==> src/rtl/stq_pkg.sv <==
// Shared constants, codes and control structs for the sorted timer queue.
// No dependencies; imported by the controller, datapath, top level and checker.
`timescale 1ns / 1ps

package stq_pkg;

  localparam int unsigned DEPTH = 16;
  localparam int unsigned AW    = (DEPTH > 1) ? $clog2(DEPTH) : 1;
  localparam int unsigned CW    = $clog2(DEPTH + 1);
  localparam int unsigned IDW   = 4;
  localparam int unsigned TW    = 32;
  localparam int unsigned EW    = IDW + TW;

  localparam logic [1:0] OP_ADD  = 2'd0;
  localparam logic [1:0] OP_DEL  = 2'd1;
  localparam logic [1:0] OP_ADJ  = 2'd2;
  localparam logic [1:0] OP_TICK = 2'd3;

  localparam logic [1:0] KIND_STATUS = 2'd0;
  localparam logic [1:0] KIND_FIRED  = 2'd1;
  localparam logic [1:0] KIND_NONE   = 2'd2;

  localparam logic [1:0] ST_OK      = 2'd0;
  localparam logic [1:0] ST_FULL    = 2'd1;
  localparam logic [1:0] ST_ABSENT  = 2'd2;
  localparam logic [1:0] ST_PRESENT = 2'd3;

  // table walk modes
  localparam logic [1:0] PASS_SCAN = 2'd0;
  localparam logic [1:0] PASS_EMIT = 2'd1;
  localparam logic [1:0] PASS_MOVE = 2'd2;

  typedef struct packed {
    logic       load;
    logic       pass_go;
    logic [1:0] pass_mode;
    logic       wr_new;
    logic       cnt_upd;
    logic       resp;
    logic       resp_none;
    logic [1:0] resp_st;
  } cmd_t;

  typedef struct packed {
    logic [1:0] op;
    logic       pass_done;
    logic       found;
    logic       full;
    logic       none_due;
  } sts_t;

endpackage

==> src/rtl/stq_ram.sv <==
// Generic simple dual-port RAM: one write port, one read port, registered read.
// No dependencies.
`timescale 1ns / 1ps

module stq_ram #(
  parameter int unsigned WIDTH = 36,
  parameter int unsigned DEPTH = 16
) (
  input  logic                             clk_i,
  input  logic                             we_i,
  input  logic [$clog2(DEPTH)-1:0]         waddr_i,
  input  logic [WIDTH-1:0]                 wdata_i,
  input  logic [$clog2(DEPTH)-1:0]         raddr_i,
  output logic [WIDTH-1:0]                 rdata_o
);

  logic [WIDTH-1:0] mem_q [DEPTH];
  logic [WIDTH-1:0] rdata_q;

  always_ff @(posedge clk_i) begin
    if (we_i) begin
      mem_q[waddr_i] <= wdata_i;
    end
    rdata_q <= mem_q[raddr_i];
  end

  assign rdata_o = rdata_q;

endmodule

==> src/rtl/stq_ctrl.sv <==
// Sequencing state machine: search walk, then emit/shift walks, insert write, status.
// Depends on stq_pkg; drives stq_dp through cmd_t and reads sts_t.
`timescale 1ns / 1ps

module stq_ctrl import stq_pkg::*; (
  input  logic clk_i,
  input  logic rst_ni,
  input  logic start_i,
  output logic busy_o,
  input  sts_t sts_i,
  output cmd_t cmd_o
);

  localparam logic [2:0] S_IDLE   = 3'd0;
  localparam logic [2:0] S_SCAN   = 3'd1;
  localparam logic [2:0] S_DECIDE = 3'd2;
  localparam logic [2:0] S_EMIT   = 3'd3;
  localparam logic [2:0] S_MOVE   = 3'd4;
  localparam logic [2:0] S_WRITE  = 3'd5;

  logic [2:0] state_q, state_d;
  cmd_t       cmd;

  always_comb begin
    state_d = state_q;
    cmd     = '0;
    case (state_q)
      S_IDLE: begin
        if (start_i) begin
          cmd.load      = 1'b1;
          cmd.pass_go   = 1'b1;
          cmd.pass_mode = PASS_SCAN;
          state_d       = S_SCAN;
        end
      end
      S_SCAN: begin
        if (sts_i.pass_done) begin
          state_d = S_DECIDE;
        end
      end
      S_DECIDE: begin
        case (sts_i.op)
          OP_TICK: begin
            if (sts_i.none_due) begin
              cmd.resp_none = 1'b1;
              state_d       = S_IDLE;
            end else begin
              cmd.pass_go   = 1'b1;
              cmd.pass_mode = PASS_EMIT;
              state_d       = S_EMIT;
            end
          end
          OP_ADD: begin
            if (sts_i.found) begin
              cmd.resp    = 1'b1;
              cmd.resp_st = ST_PRESENT;
              state_d     = S_IDLE;
            end else if (sts_i.full) begin
              cmd.resp    = 1'b1;
              cmd.resp_st = ST_FULL;
              state_d     = S_IDLE;
            end else begin
              cmd.pass_go   = 1'b1;
              cmd.pass_mode = PASS_MOVE;
              state_d       = S_MOVE;
            end
          end
          default: begin
            if (!sts_i.found) begin
              cmd.resp    = 1'b1;
              cmd.resp_st = ST_ABSENT;
              state_d     = S_IDLE;
            end else begin
              cmd.pass_go   = 1'b1;
              cmd.pass_mode = PASS_MOVE;
              state_d       = S_MOVE;
            end
          end
        endcase
      end
      S_EMIT: begin
        if (sts_i.pass_done) begin
          cmd.pass_go   = 1'b1;
          cmd.pass_mode = PASS_MOVE;
          state_d       = S_MOVE;
        end
      end
      S_MOVE: begin
        if (sts_i.pass_done) begin
          if (sts_i.op == OP_ADD || sts_i.op == OP_ADJ) begin
            state_d = S_WRITE;
          end else begin
            cmd.cnt_upd = 1'b1;
            cmd.resp    = (sts_i.op == OP_DEL);
            cmd.resp_st = ST_OK;
            state_d     = S_IDLE;
          end
        end
      end
      S_WRITE: begin
        cmd.wr_new  = 1'b1;
        cmd.cnt_upd = 1'b1;
        cmd.resp    = 1'b1;
        cmd.resp_st = ST_OK;
        state_d     = S_IDLE;
      end
      default: begin
        state_d = S_IDLE;
      end
    endcase
  end

  always_ff @(posedge clk_i or negedge rst_ni) begin
    if (!rst_ni) begin
      state_q <= S_IDLE;
    end else begin
      state_q <= state_d;
    end
  end

  assign cmd_o  = cmd;
  assign busy_o = (state_q != S_IDLE);

endmodule

==> src/rtl/stq_dp.sv <==
// Datapath: table RAM, address walker, search results, entry count, result registers.
// Depends on stq_pkg and stq_ram; controlled by stq_ctrl.
`timescale 1ns / 1ps

module stq_dp import stq_pkg::*; (
  input  logic            clk_i,
  input  logic            rst_ni,
  input  cmd_t            cmd_i,
  output sts_t            sts_o,
  input  logic [1:0]      operation_i,
  input  logic [IDW-1:0]  timer_id_i,
  input  logic [TW-1:0]   expire_time_i,
  input  logic [TW-1:0]   now_time_i,
  output logic            res_strobe_o,
  output logic [1:0]      kind_o,
  output logic [IDW-1:0]  fired_id_o,
  output logic [1:0]      status_o,
  output logic            last_o
);

  logic [1:0]     op_q;
  logic [IDW-1:0] id_q;
  logic [TW-1:0]  key_q;

  logic [CW-1:0]  cnt_q, cnt_d;

  logic [1:0]     mode_q;
  logic [AW-1:0]  src_q;
  logic [CW-1:0]  left_q;
  logic           up_q;
  logic [AW-1:0]  off_q;

  logic           rd_vld_q;
  logic [AW-1:0]  rd_idx_q;
  logic           rd_last_q;

  logic           found_q;
  logic [AW-1:0]  pos_q;
  logic [CW-1:0]  ins_q;

  logic           strobe_q, strobe_d;
  logic [1:0]     kind_q, kind_d;
  logic [IDW-1:0] fid_q, fid_d;
  logic [1:0]     st_q, st_d;
  logic           last_q, last_d;

  logic [EW-1:0]  rdata;
  logic [IDW-1:0] rd_id;
  logic [TW-1:0]  rd_exp;
  logic [CW-1:0]  pos_ext;
  logic [CW-1:0]  tgt;
  logic [AW-1:0]  go_src;
  logic [CW-1:0]  go_left;
  logic           go_up;
  logic [AW-1:0]  go_off;
  logic [AW-1:0]  wr_dst;
  logic           ram_we;
  logic [AW-1:0]  ram_waddr;
  logic [EW-1:0]  ram_wdata;

  assign rd_id   = rdata[EW-1:TW];
  assign rd_exp  = rdata[TW-1:0];
  assign pos_ext = CW'(pos_q);
  // re-insert slot; for adjust the entry's own slot drops out first
  assign tgt     = (found_q && (pos_ext < ins_q)) ? (ins_q - CW'(1)) : ins_q;

  always_comb begin
    go_src  = '0;
    go_left = '0;
    go_up   = 1'b1;
    go_off  = AW'(1);
    case (cmd_i.pass_mode)
      PASS_SCAN: begin
        go_left = cnt_q;
      end
      PASS_EMIT: begin
        go_left = ins_q;
      end
      PASS_MOVE: begin
        case (op_q)
          OP_ADD: begin
            go_up   = 1'b0;
            go_src  = AW'(cnt_q - CW'(1));
            go_left = cnt_q - ins_q;
          end
          OP_DEL: begin
            go_src  = AW'(pos_ext + CW'(1));
            go_left = cnt_q - pos_ext - CW'(1);
          end
          OP_ADJ: begin
            if (tgt > pos_ext) begin
              go_src  = AW'(pos_ext + CW'(1));
              go_left = tgt - pos_ext;
            end else if (tgt < pos_ext) begin
              go_up   = 1'b0;
              go_src  = AW'(pos_ext - CW'(1));
              go_left = pos_ext - tgt;
            end
          end
          default: begin
            go_src  = AW'(ins_q);
            go_left = cnt_q - ins_q;
            go_off  = AW'(ins_q);
          end
        endcase
      end
      default: ;
    endcase
  end

  // address walker
  always_ff @(posedge clk_i or negedge rst_ni) begin
    if (!rst_ni) begin
      mode_q   <= PASS_SCAN;
      left_q   <= '0;
      rd_vld_q <= 1'b0;
    end else begin
      rd_vld_q <= (left_q != '0);
      if (cmd_i.pass_go) begin
        mode_q <= cmd_i.pass_mode;
        left_q <= go_left;
      end else if (left_q != '0) begin
        left_q <= left_q - CW'(1);
      end
    end
  end

  always_ff @(posedge clk_i) begin
    rd_idx_q  <= src_q;
    rd_last_q <= (left_q == CW'(1));
    if (cmd_i.pass_go) begin
      src_q <= go_src;
      up_q  <= go_up;
      off_q <= go_off;
    end else if (left_q != '0) begin
      src_q <= up_q ? (src_q + AW'(1)) : (src_q - AW'(1));
    end
    if (cmd_i.load) begin
      op_q  <= operation_i;
      id_q  <= timer_id_i;
      key_q <= (operation_i == OP_TICK) ? now_time_i : expire_time_i;
    end
  end

  assign wr_dst    = up_q ? (rd_idx_q - off_q) : (rd_idx_q + AW'(1));
  assign ram_we    = (rd_vld_q && (mode_q == PASS_MOVE)) || cmd_i.wr_new;
  assign ram_waddr = cmd_i.wr_new ? AW'(tgt) : wr_dst;
  assign ram_wdata = cmd_i.wr_new ? {id_q, key_q} : rdata;

  stq_ram #(
    .WIDTH (EW),
    .DEPTH (DEPTH)
  ) u_ram (
    .clk_i   (clk_i),
    .we_i    (ram_we),
    .waddr_i (ram_waddr),
    .wdata_i (ram_wdata),
    .raddr_i (src_q),
    .rdata_o (rdata)
  );

  // search results
  always_ff @(posedge clk_i or negedge rst_ni) begin
    if (!rst_ni) begin
      found_q <= 1'b0;
      ins_q   <= '0;
    end else if (cmd_i.pass_go && (cmd_i.pass_mode == PASS_SCAN)) begin
      found_q <= 1'b0;
      ins_q   <= '0;
    end else if (rd_vld_q && (mode_q == PASS_SCAN)) begin
      if (rd_id == id_q) begin
        found_q <= 1'b1;
      end
      if (rd_exp <= key_q) begin
        ins_q <= ins_q + CW'(1);
      end
    end
  end

  always_ff @(posedge clk_i) begin
    if (rd_vld_q && (mode_q == PASS_SCAN) && (rd_id == id_q)) begin
      pos_q <= rd_idx_q;
    end
  end

  always_comb begin
    cnt_d = cnt_q;
    if (cmd_i.cnt_upd) begin
      case (op_q)
        OP_ADD:  cnt_d = cnt_q + CW'(1);
        OP_DEL:  cnt_d = cnt_q - CW'(1);
        OP_TICK: cnt_d = cnt_q - ins_q;
        default: cnt_d = cnt_q;
      endcase
    end
  end

  always_ff @(posedge clk_i or negedge rst_ni) begin
    if (!rst_ni) begin
      cnt_q <= '0;
    end else begin
      cnt_q <= cnt_d;
    end
  end

  // result registers
  always_comb begin
    strobe_d = 1'b0;
    kind_d   = kind_q;
    fid_d    = fid_q;
    st_d     = st_q;
    last_d   = last_q;
    if (cmd_i.resp) begin
      strobe_d = 1'b1;
      kind_d   = KIND_STATUS;
      fid_d    = id_q;
      st_d     = cmd_i.resp_st;
      last_d   = 1'b1;
    end else if (cmd_i.resp_none) begin
      strobe_d = 1'b1;
      kind_d   = KIND_NONE;
      fid_d    = '0;
      st_d     = ST_OK;
      last_d   = 1'b1;
    end else if (rd_vld_q && (mode_q == PASS_EMIT)) begin
      strobe_d = 1'b1;
      kind_d   = KIND_FIRED;
      fid_d    = rd_id;
      st_d     = ST_OK;
      last_d   = rd_last_q;
    end
  end

  always_ff @(posedge clk_i or negedge rst_ni) begin
    if (!rst_ni) begin
      strobe_q <= 1'b0;
    end else begin
      strobe_q <= strobe_d;
    end
  end

  always_ff @(posedge clk_i) begin
    kind_q <= kind_d;
    fid_q  <= fid_d;
    st_q   <= st_d;
    last_q <= last_d;
  end

  assign sts_o.op        = op_q;
  assign sts_o.pass_done = (left_q == '0) && !rd_vld_q;
  assign sts_o.found     = found_q;
  assign sts_o.full      = (cnt_q >= CW'(DEPTH));
  assign sts_o.none_due  = (ins_q == '0);

  assign res_strobe_o = strobe_q;
  assign kind_o       = kind_q;
  assign fired_id_o   = fid_q;
  assign status_o     = st_q;
  assign last_o       = last_q;

endmodule

==> src/rtl/sorted_timer_queue.sv <==
// Sorted timer queue top level. N = stored timers (at most 16). After an item is accepted,
// busy stays high through a search walk, a decide step, then emit and shift walks and an
// insert write as the operation needs; the next item is taken once busy is low.
// A status result shows in the first cycle with busy low; expired timers show during the
// emit walk, one per cycle, one cycle each on res_strobe_o.
// Reset clears the entry count; table contents are unknown until written. No receiver stall.
`timescale 1ns / 1ps

module sorted_timer_queue import stq_pkg::*; (
  input  logic            clk_i,
  input  logic            rst_ni,
  input  logic            start,
  output logic            busy,
  input  logic [1:0]      operation_i,
  input  logic [IDW-1:0]  timer_id_i,
  input  logic [TW-1:0]   expire_time_i,
  input  logic [TW-1:0]   now_time_i,
  output logic            res_strobe_o,
  output logic [1:0]      kind_o,
  output logic [IDW-1:0]  fired_id_o,
  output logic [1:0]      status_o,
  output logic            last_o
);

  cmd_t cmd;
  sts_t sts;

  stq_ctrl u_ctrl (
    .clk_i   (clk_i),
    .rst_ni  (rst_ni),
    .start_i (start),
    .busy_o  (busy),
    .sts_i   (sts),
    .cmd_o   (cmd)
  );

  stq_dp u_dp (
    .clk_i         (clk_i),
    .rst_ni        (rst_ni),
    .cmd_i         (cmd),
    .sts_o         (sts),
    .operation_i   (operation_i),
    .timer_id_i    (timer_id_i),
    .expire_time_i (expire_time_i),
    .now_time_i    (now_time_i),
    .res_strobe_o  (res_strobe_o),
    .kind_o        (kind_o),
    .fired_id_o    (fired_id_o),
    .status_o      (status_o),
    .last_o        (last_o)
  );

endmodule

==> config.mk <==
export PLATFORM = sky130hd
export DESIGN_NAME = sorted_timer_queue
export DESIGN_NICKNAME = d
export VERILOG_FILES = /design/src/rtl/stq_pkg.sv /design/src/rtl/stq_ram.sv /design/src/rtl/stq_ctrl.sv /design/src/rtl/stq_dp.sv /design/src/rtl/sorted_timer_queue.sv
export SDC_FILE = /design/constraint.sdc
export NUM_CORES = 1
export LEC_CHECK = 0
export ABC_CLOCK_PERIOD_IN_PS = 7550
export BUFFER_PORTS_ARGS = -buffer_cell sky130_fd_sc_hd__buf_4
export CAP_MARGIN = 20
export CORE_ASPECT_RATIO = 1.2
export CORE_MARGIN = 2
export CORE_UTILIZATION = 60
export CTS_BUF_LIST = sky130_fd_sc_hd__clkbuf_8
export CTS_CLUSTER_SIZE = 10
export DETAILED_ROUTE_END_ITERATION = 10
export HOLD_SLACK_MARGIN = 0.06
export PLACE_DENSITY = 0.77
export SYNTH_ARGS = -nofsm -noshare
export SYNTH_HDL_FRONTEND = slang
export SYNTH_HIERARCHICAL = 1
export SYNTH_SLANG_ARGS = --single-unit
==> constraint.sdc <==
create_clock -name clk_i -period 7.55 [get_ports clk_i]
set_clock_uncertainty 0.1 [all_clocks]
set_input_delay 0.3775 -clock clk_i [delete_from_list [all_inputs] [get_ports clk_i]]
set_output_delay 0.3775 -clock clk_i [all_outputs]
set_load 0.01 [all_outputs]
==> key figures, run 1 <==
Setup path
  – WP data arrival: 4.92 ns
  – Max incr delay on CP: 0.71 ns
  – Crit-path max FO: 23
  – Slowest CP cell: o21ai_0
  – Worst path cell trace: inv_1, ha_1, a2111oi_2, o31ai_1, o21ai_0, mux2_2, nand2b_1, nor2_4, buf_4
  – Setup crit end kind: flop
  – Worst Path Class, Setup: reg -> reg
  – Critical path launch point type: flop
  – Worst EP required: 7.76 ns

Clock network
  – CTS tree: yes
  – Total CTS buffers: 105
  – Post-CTS Setup Bufs: 0
  – Resized Gates After CTS: 0
  – H-tree depth: 3
  – Clock sink total: 700
  – Buffer depth of the longest clock path: 3
  – Worst skew pair latency: 0.71 ns
  – Clk slew on worst S/H paths: 0.07 ns
  – Clock root buffer master: clkbuf_8

Timing
  – Fin crit share: 62.4%
  – Fmax: 212 MHz
  – Slew HR: 23.1%
  – Fin. max-slew vios: 0
  – Total negative slack: 0 ns
  – RSZ-0062 raised after global routing: false
  – Hold Vio Cnt, Final: 0
  – Tmin final: 4.71 ns
  – Slew @ Worst Pin: 1.15 ns
  – Slack of the critical path: 2.84 ns
  – Final setup viols: 0

Yosys
  – Post-Synthesis Cells: 1,680
  – Post-synthesis cell type count: 81
  – Yosys top cell area share: 64.3%
  – Mapped Nets: 1,833
  – Area contributors post-synth: edfxtp_1 (64%), mux4_2 (11%), ha_1 (3.1%)
  – Most frequent cell after synthesis: edfxtp_1
  – Commonest cells in the netlist: edfxtp_1 (633), mux4_2 (144), a22oi_1 (76)
  – Seq/Total Area, Yosys: 69.2%
  – #FFs+latches synth: 700
  – Syn. warnings: 6
  – Fraction of registers with async set/reset: 3.29%
  – Mapped Area: 29,600 um2
  – Mean post-synth cell area: 17.6 um2
  – Post-synth EDFFs: 633
  – Yosys top cell by area: edfxtp_1
  – Synth Flop Type: edfxtp_1

Global routing
  – First-pass GRT wire length: 102,000 um
  – Global-route usage over all layers: 27.4%
  – Initial antenna violation count: 1
  – Final global-route overflow total: 0
  – Vias in the first global route: 17,300
  – Largest net degree at the start of global routing: 148

Detailed routing
  – Iter 0 DRT Violations: 1,475
  – Final antenna-violating net count: 0
  – Vias per inst: 6.28
  – Vias: 16,400
  – DR WL/cell: 25.7 um
  – Drt pass-1 iters: 5
  – DRC violations left: 0
  – Total Wirelength: 67,400 um

Die
  – Die area: 51,100 um2
  – Die span in y: 247 um
  – Die X-Extent: 207 um
  – Core ar.: 48,900 um2
  – Initial Util: 60.5%
  – IO Count: 84
  – FP Rows: 89

Job
  – Max cap viols: 0

Finish
  – Design area: 33,800 um2
  – Net total in the final layout: 2,045
  – Final Util: 69.2%
  – Storage cell area: 20,500 um2
  – Area grow syn2layout: 14.3%
  – Multi-input logic area: 8590 um2
  – Layout cells sized above 1: 25.4%
  – Filler Cells Inserted: 3,081

Pwr
  – Power Density: 363 nW/um2
  – Total power: 12.3 mW
  – P_leak: 11.8 nW
  – Worst VDD drop: 0.431 mV

Placed design
  – Port-buffer cells: 83
  – Dpl ws: 2.95 ns
  – Cell Area, Placed: 31,000 um2
  – Detailed Place HPWL: 39,900 um
  – RePlAce Congestion: 0.937

Status
  – Status: finished, final reports clean

Min path
  – Min-Delay Path Class: in -> reg
## where the power goes
part,total [mW],internal (mW),switching (mW)
Clock,2.96,1.53,1.43
Sequential,5.28,5.04,0.244
Combinational,4.04,1.64,2.40
## worst paths after layout
kind	start	to	slack, ns	depth (start not counted)
setup / recovery	u_dp/ins_q[1]	u_dp/u_ram/mem_q[14][25]	2.84	9
hold / removal	timer_id_i[0]	u_dp/id_q[0]	0.29	2
setup reg to reg	u_dp/ins_q[1]	u_dp/u_ram/mem_q[14][25]	2.84	9
hold reg to reg	u_dp/rd_last_q	u_dp/last_o	0.35	2
max in group asynchronous	rst_ni	u_dp/rd_vld_q	6.57	4
min in group asynchronous	rst_ni	u_dp/left_q[3]	0.60	4
## area by class of cell
class / instances / area share [%]
Antenna cell: 1 / 0.00740
Clock buffer: 110 / 4.48
Inverter: 74 / 0.822
Timing Repair Buffer: 186 / 4.90
Clock inverter: 85 / 1.50
Tap cell: 637 / 2.36
Multi-Input combinational cell: 825 / 25.4
Sequential cell: 700 / 60.5
## placed cells by master (no fill, tap or decap), types with 71 or more instances in the layout
master,synthesis,layout
dlygate4sd3_1,0,73
clkbuf_8,0,110
mux4_2,144,144
inv_1,74,106
buf_4,2,108
a22oi_1,76,76
ha_1,74,74
edfxtp_1,633,633
mux2_2,71,71
nand2_1,74,73
## routing by layer
| layer | routed length [um] | vias to the layer above | global-route usage (%) | part of all wire, % |
|---|---|---|---|---|
| met4 | 2540 | 0 | 12.0 | 3.8 |
| met2 | 34800 | 729 | 46.9 | 52 |
| met1 | 25500 | 8387 | 34.7 | 38 |
| met5 | 0 | - | 0 | 0 |
| li1 | - | 7169 | - | - |
| met3 | 4620 | 153 | 4.48 | 6.9 |
## kinds of logic (layout without fill, tap and decap cells)
family	Yosys count	count (layout)	synth area share (%)
DFF	700	700	69.2
AOI/OAI and AO/OA	248	248	5.89
and+or+nand+nor	241	241	4.16
muxes	226	226	14.0
buffers and inverters	155	455	2.27
adders and majority gates	80	80	3.54
xor gates and xnor gates	30	30	0.889
other	0	1	0
## repair_timing
action | in CTS | in global routing
hold endpoints to repair | 63 | 0
hold buffers | 74 | 0
endpoints found under the setup margin | 0 | 0
## stage by stage
step,cells,hold WS [ns]
after floorplan,1680,-0.0181
after global placement,2345,0.213
after detailed placement,2348,0.215
after CTS,2617,0.238
after global routing,2618,0.278
final,2618,0.287
## sequential cells by signal (all words and copies together) (netlist names), 5 cells and up
| register | count |
|---|---|
| u_dp/cnt_q | 5 |
| u_dp/u_ram/mem_q | 576 |
| u_dp/key_q | 32 |
| u_dp/ins_q | 5 |
| u_dp/u_ram/rdata_o | 36 |
| u_dp/left_q | 5 |
## critical path: cells and delay by family, from the launching register on
kind | cells | cell delay [ns]
AO/OA/AOI/OAI | 3 | 1.37
adder cells (fa/ha/maj) | 1 | 0.32
buffers and inverters | 2 | 0.80
flip-flops | 1 | 0.45
multiplexers | 1 | 0.42
AND/OR/NAND/NOR | 2 | 0.83
(Power assumes the default switching activity.)
==> run 2, diff against run 1 <==
- ABC_CLOCK_PERIOD_IN_PS: 7550 -> 3800
- CORE_UTILIZATION: 60 -> 58
- PLACE_DENSITY: 0.77 -> 0.78
- clock period: 7.55 -> 3.8 ns (I/O delays scaled with it)
==> run 2 against run 1 <==
Compared with the run above:
- highest routed layer unchanged
- routed wire length up 1.3%
- global-route usage down 1.0 points
- core utilization down 0.39 points
==> key figures, run 2 (synthesis gave the netlist of run 1 again) <==
Detailed routing
  – Drt pass-1 iters: 5 (unchanged)
  – DRC violations left: 0 (unchanged)
  – Total Wirelength: 68,300 um (+1.3%)
  – DR WL/cell: 25.5 um (-1.1%)
  – Vias per inst: 6.22 (-0.86%)
  – Vias: 16,700 (+1.6%)
  – Iter 0 DRT Violations: 1,394 (-5.5%)
  – Final antenna-violating net count: 0 (unchanged)

Finish
  – Max reg flops: 576 (unchanged)
  – Net total in the final layout: 2,104 (+2.9%)
  – Commonest cells after routing, fill and taps aside: edfxtp_1 (633), buf_4 (149), mux4_2 (144)
  – Leading cell type in the layout, fill and taps excluded: edfxtp_1
  – Post-route insts no fill: 2,682 (+2.4%)
  – Area grow syn2layout: 17.1%
  – Final Util: 68.8% (-0.39 points)
  – Layout cells sized above 1: 28.5% (+3.1 points)
  – Most flop-heavy register: u_dp/u_ram/mem_q

Global routing
  – Global-route usage over all layers: 26.4% (-1.0 points)
  – Largest net degree at the start of global routing: 147 (-0.68%)
  – Final global-route overflow total: 0 (unchanged)
  – Vias in the first global route: 17,300 (-0.24%)
  – Initial antenna violation count: 1 (unchanged)
  – First-pass GRT wire length: 103,000 um (+0.74%)

Clock network
  – Worst skew pair latency: 0.71 ns (about the same)
  – Buffer depth of the longest clock path: 3 (unchanged)
  – H-tree depth: 3 (unchanged)
  – Total CTS buffers: 103 (-1.9%)
  – CTS tree: yes
  – Clock root buffer master: clkbuf_8
  – Clock sink total: 700 (unchanged)
  – Clk slew on worst S/H paths: 0.07 ns (about the same)

Setup path
  – Worst EP required: 4.24 ns (-3.52 ns)
  – Bufs and invs on worst path: 1 (-1)
  – R2R Path End: u_dp/src_q[0]
  – Critical path launch point type: flop
  – Crit-path leading delay family: compound AO/OA/AOI/OAI gates
  – R2r worst-path depth: 12 (+3)
  – Crit-path max FO: 6 (-74%)
  – Worst path cell trace: ha_4, a2111oi_4, o311ai_2, xnor2_1, inv_1, ha_4, a21o_1, nand2_2, or4b_4, o211a_1, o31a_1, o22ai_2
  – Critical Path Source: u_dp/pos_q[1]
  – Setup crit end kind: flop
  – Worst path most repeated cell: ha_4
  – Worst Path Class, Setup: reg -> reg
  – Reg-to-reg setup timing slack: 0.08 ns (-2.76 ns)
  – WP data arrival: 4.16 ns (-0.76 ns)
  – Max incr delay on CP: 0.55 ns (-0.16 ns)
  – Reg2Reg Launch Point: u_dp/pos_q[1]
  – Slowest CP cell: or4b_4

Timing
  – Slack of the critical path: 0.0809 ns (-2.76 ns)
  – Slew HR: 27.1% (+4.0 points)
  – Final setup viols: 0 (unchanged)
  – Fin. max-slew vios: 0 (unchanged)
  – Fmax: 269 MHz (+27%)
  – Fin crit share: 97.9% (+35 points)
  – Tmin final: 3.72 ns (-0.990 ns)
  – Slew @ Worst Pin: 1.09 ns (-0.0597 ns)
  – Hold slack: 0.123 ns (-0.165 ns)
  – Hold Vio Cnt, Final: 0 (unchanged)

Job
  – Max cap viols: 0 (unchanged)

Die
  – IO Count: 84 (unchanged)
  – Initial Util: 58.7% (-1.7 points)
  – Die area: 52,800 um2 (+3.4%)
  – Die span in y: 251 um (+1.7%)
  – FP Rows: 90 (+1.1%)
  – Die X-Extent: 210 um (+1.7%)
  – Core ar.: 50,300 um2 (+3.0%)

Pwr
  – P_leak: 12.2 nW (+3.2%)
  – Power Density: 717 nW/um2 (+97%)
  – Worst VDD drop: 0.436 mV (+1.3%)

Min path
  – Hold Crit Start: timer_id_i[2]
  – Worst hold path cell count: 2 (unchanged)
  – Min-Delay Path Class: in -> reg
  – Hold Path End: u_dp/id_q[2]

Placed design
  – Detailed Place HPWL: 41,100 um (+3.0%)
  – RePlAce Congestion: 0.903 (-3.6%)
  – Port-buffer cells: 83 (unchanged)
  – Dpl ws: 0.0576 ns (-2.89 ns)
  – Inst Count DP: 2,406 (+2.5%)

Status
  – Status: finished, final reports clean
==> run 2: how the worst max path moves through the flow <==
stage	end	depth (start not counted)
floorplan	u_dp/src_q[2]	17
global placement	u_dp/src_q[2]	12
detailed placement	u_dp/src_q[0]	13
CTS	u_dp/src_q[0]	13
global route	u_dp/src_q[0]	13
finish	u_dp/src_q[0]	12
==> run 2: metal layers <==
layer  global-route usage [%]  wire, um  vias up  share of wire, %
met1                     33.5     25900     8600                38
li1                         -         -     7279                 -
met3                     4.50      4710      116               6.9
met2                     45.7     35600      700                52
met4                     10.3      2050        0               3.0
met5                        0         0        -                 0
==> run 2: cell type report <==
| class | count | area, um2 |
|---|---|---|
| clock inverters | 81 | 510 |
| multi-input cells | 825 | 8710 |
| fillers | 3122 | 15700 |
| inverters | 74 | 278 |
| repair buffers | 247 | 2330 |
| well taps | 644 | 806 |
| flip-flops and latches | 700 | 20500 |
| clock buffers | 110 | 1510 |
| diodes | 1 | 2.50 |
==> run 2: timing repair <==
action / CTS / global route
gates resized for setup: 0 / 12
setup endpoints to repair: 0 / 8
hold endpoints to repair: 78 / 0
hold buffers: 76 / 0
setup buffers: 0 / 8
==> run 2: through the flow <==
stage	setup TNS (ns)	power [mW]	area (um2)
after CTS	0	24.8	34500
final	0	24.8	34600
after global placement	0	18.5	31700
after floorplan	0	16.2	29700
after detailed placement	0	18.8	31700
after global routing	-0.127	26.0	34600
==> run 2: power breakdown <==
part	switching, mW	internal [mW]
clock	2.88	3.04
sequential	0.464	10.0
combinational	4.87	3.56
total	8.21	16.6
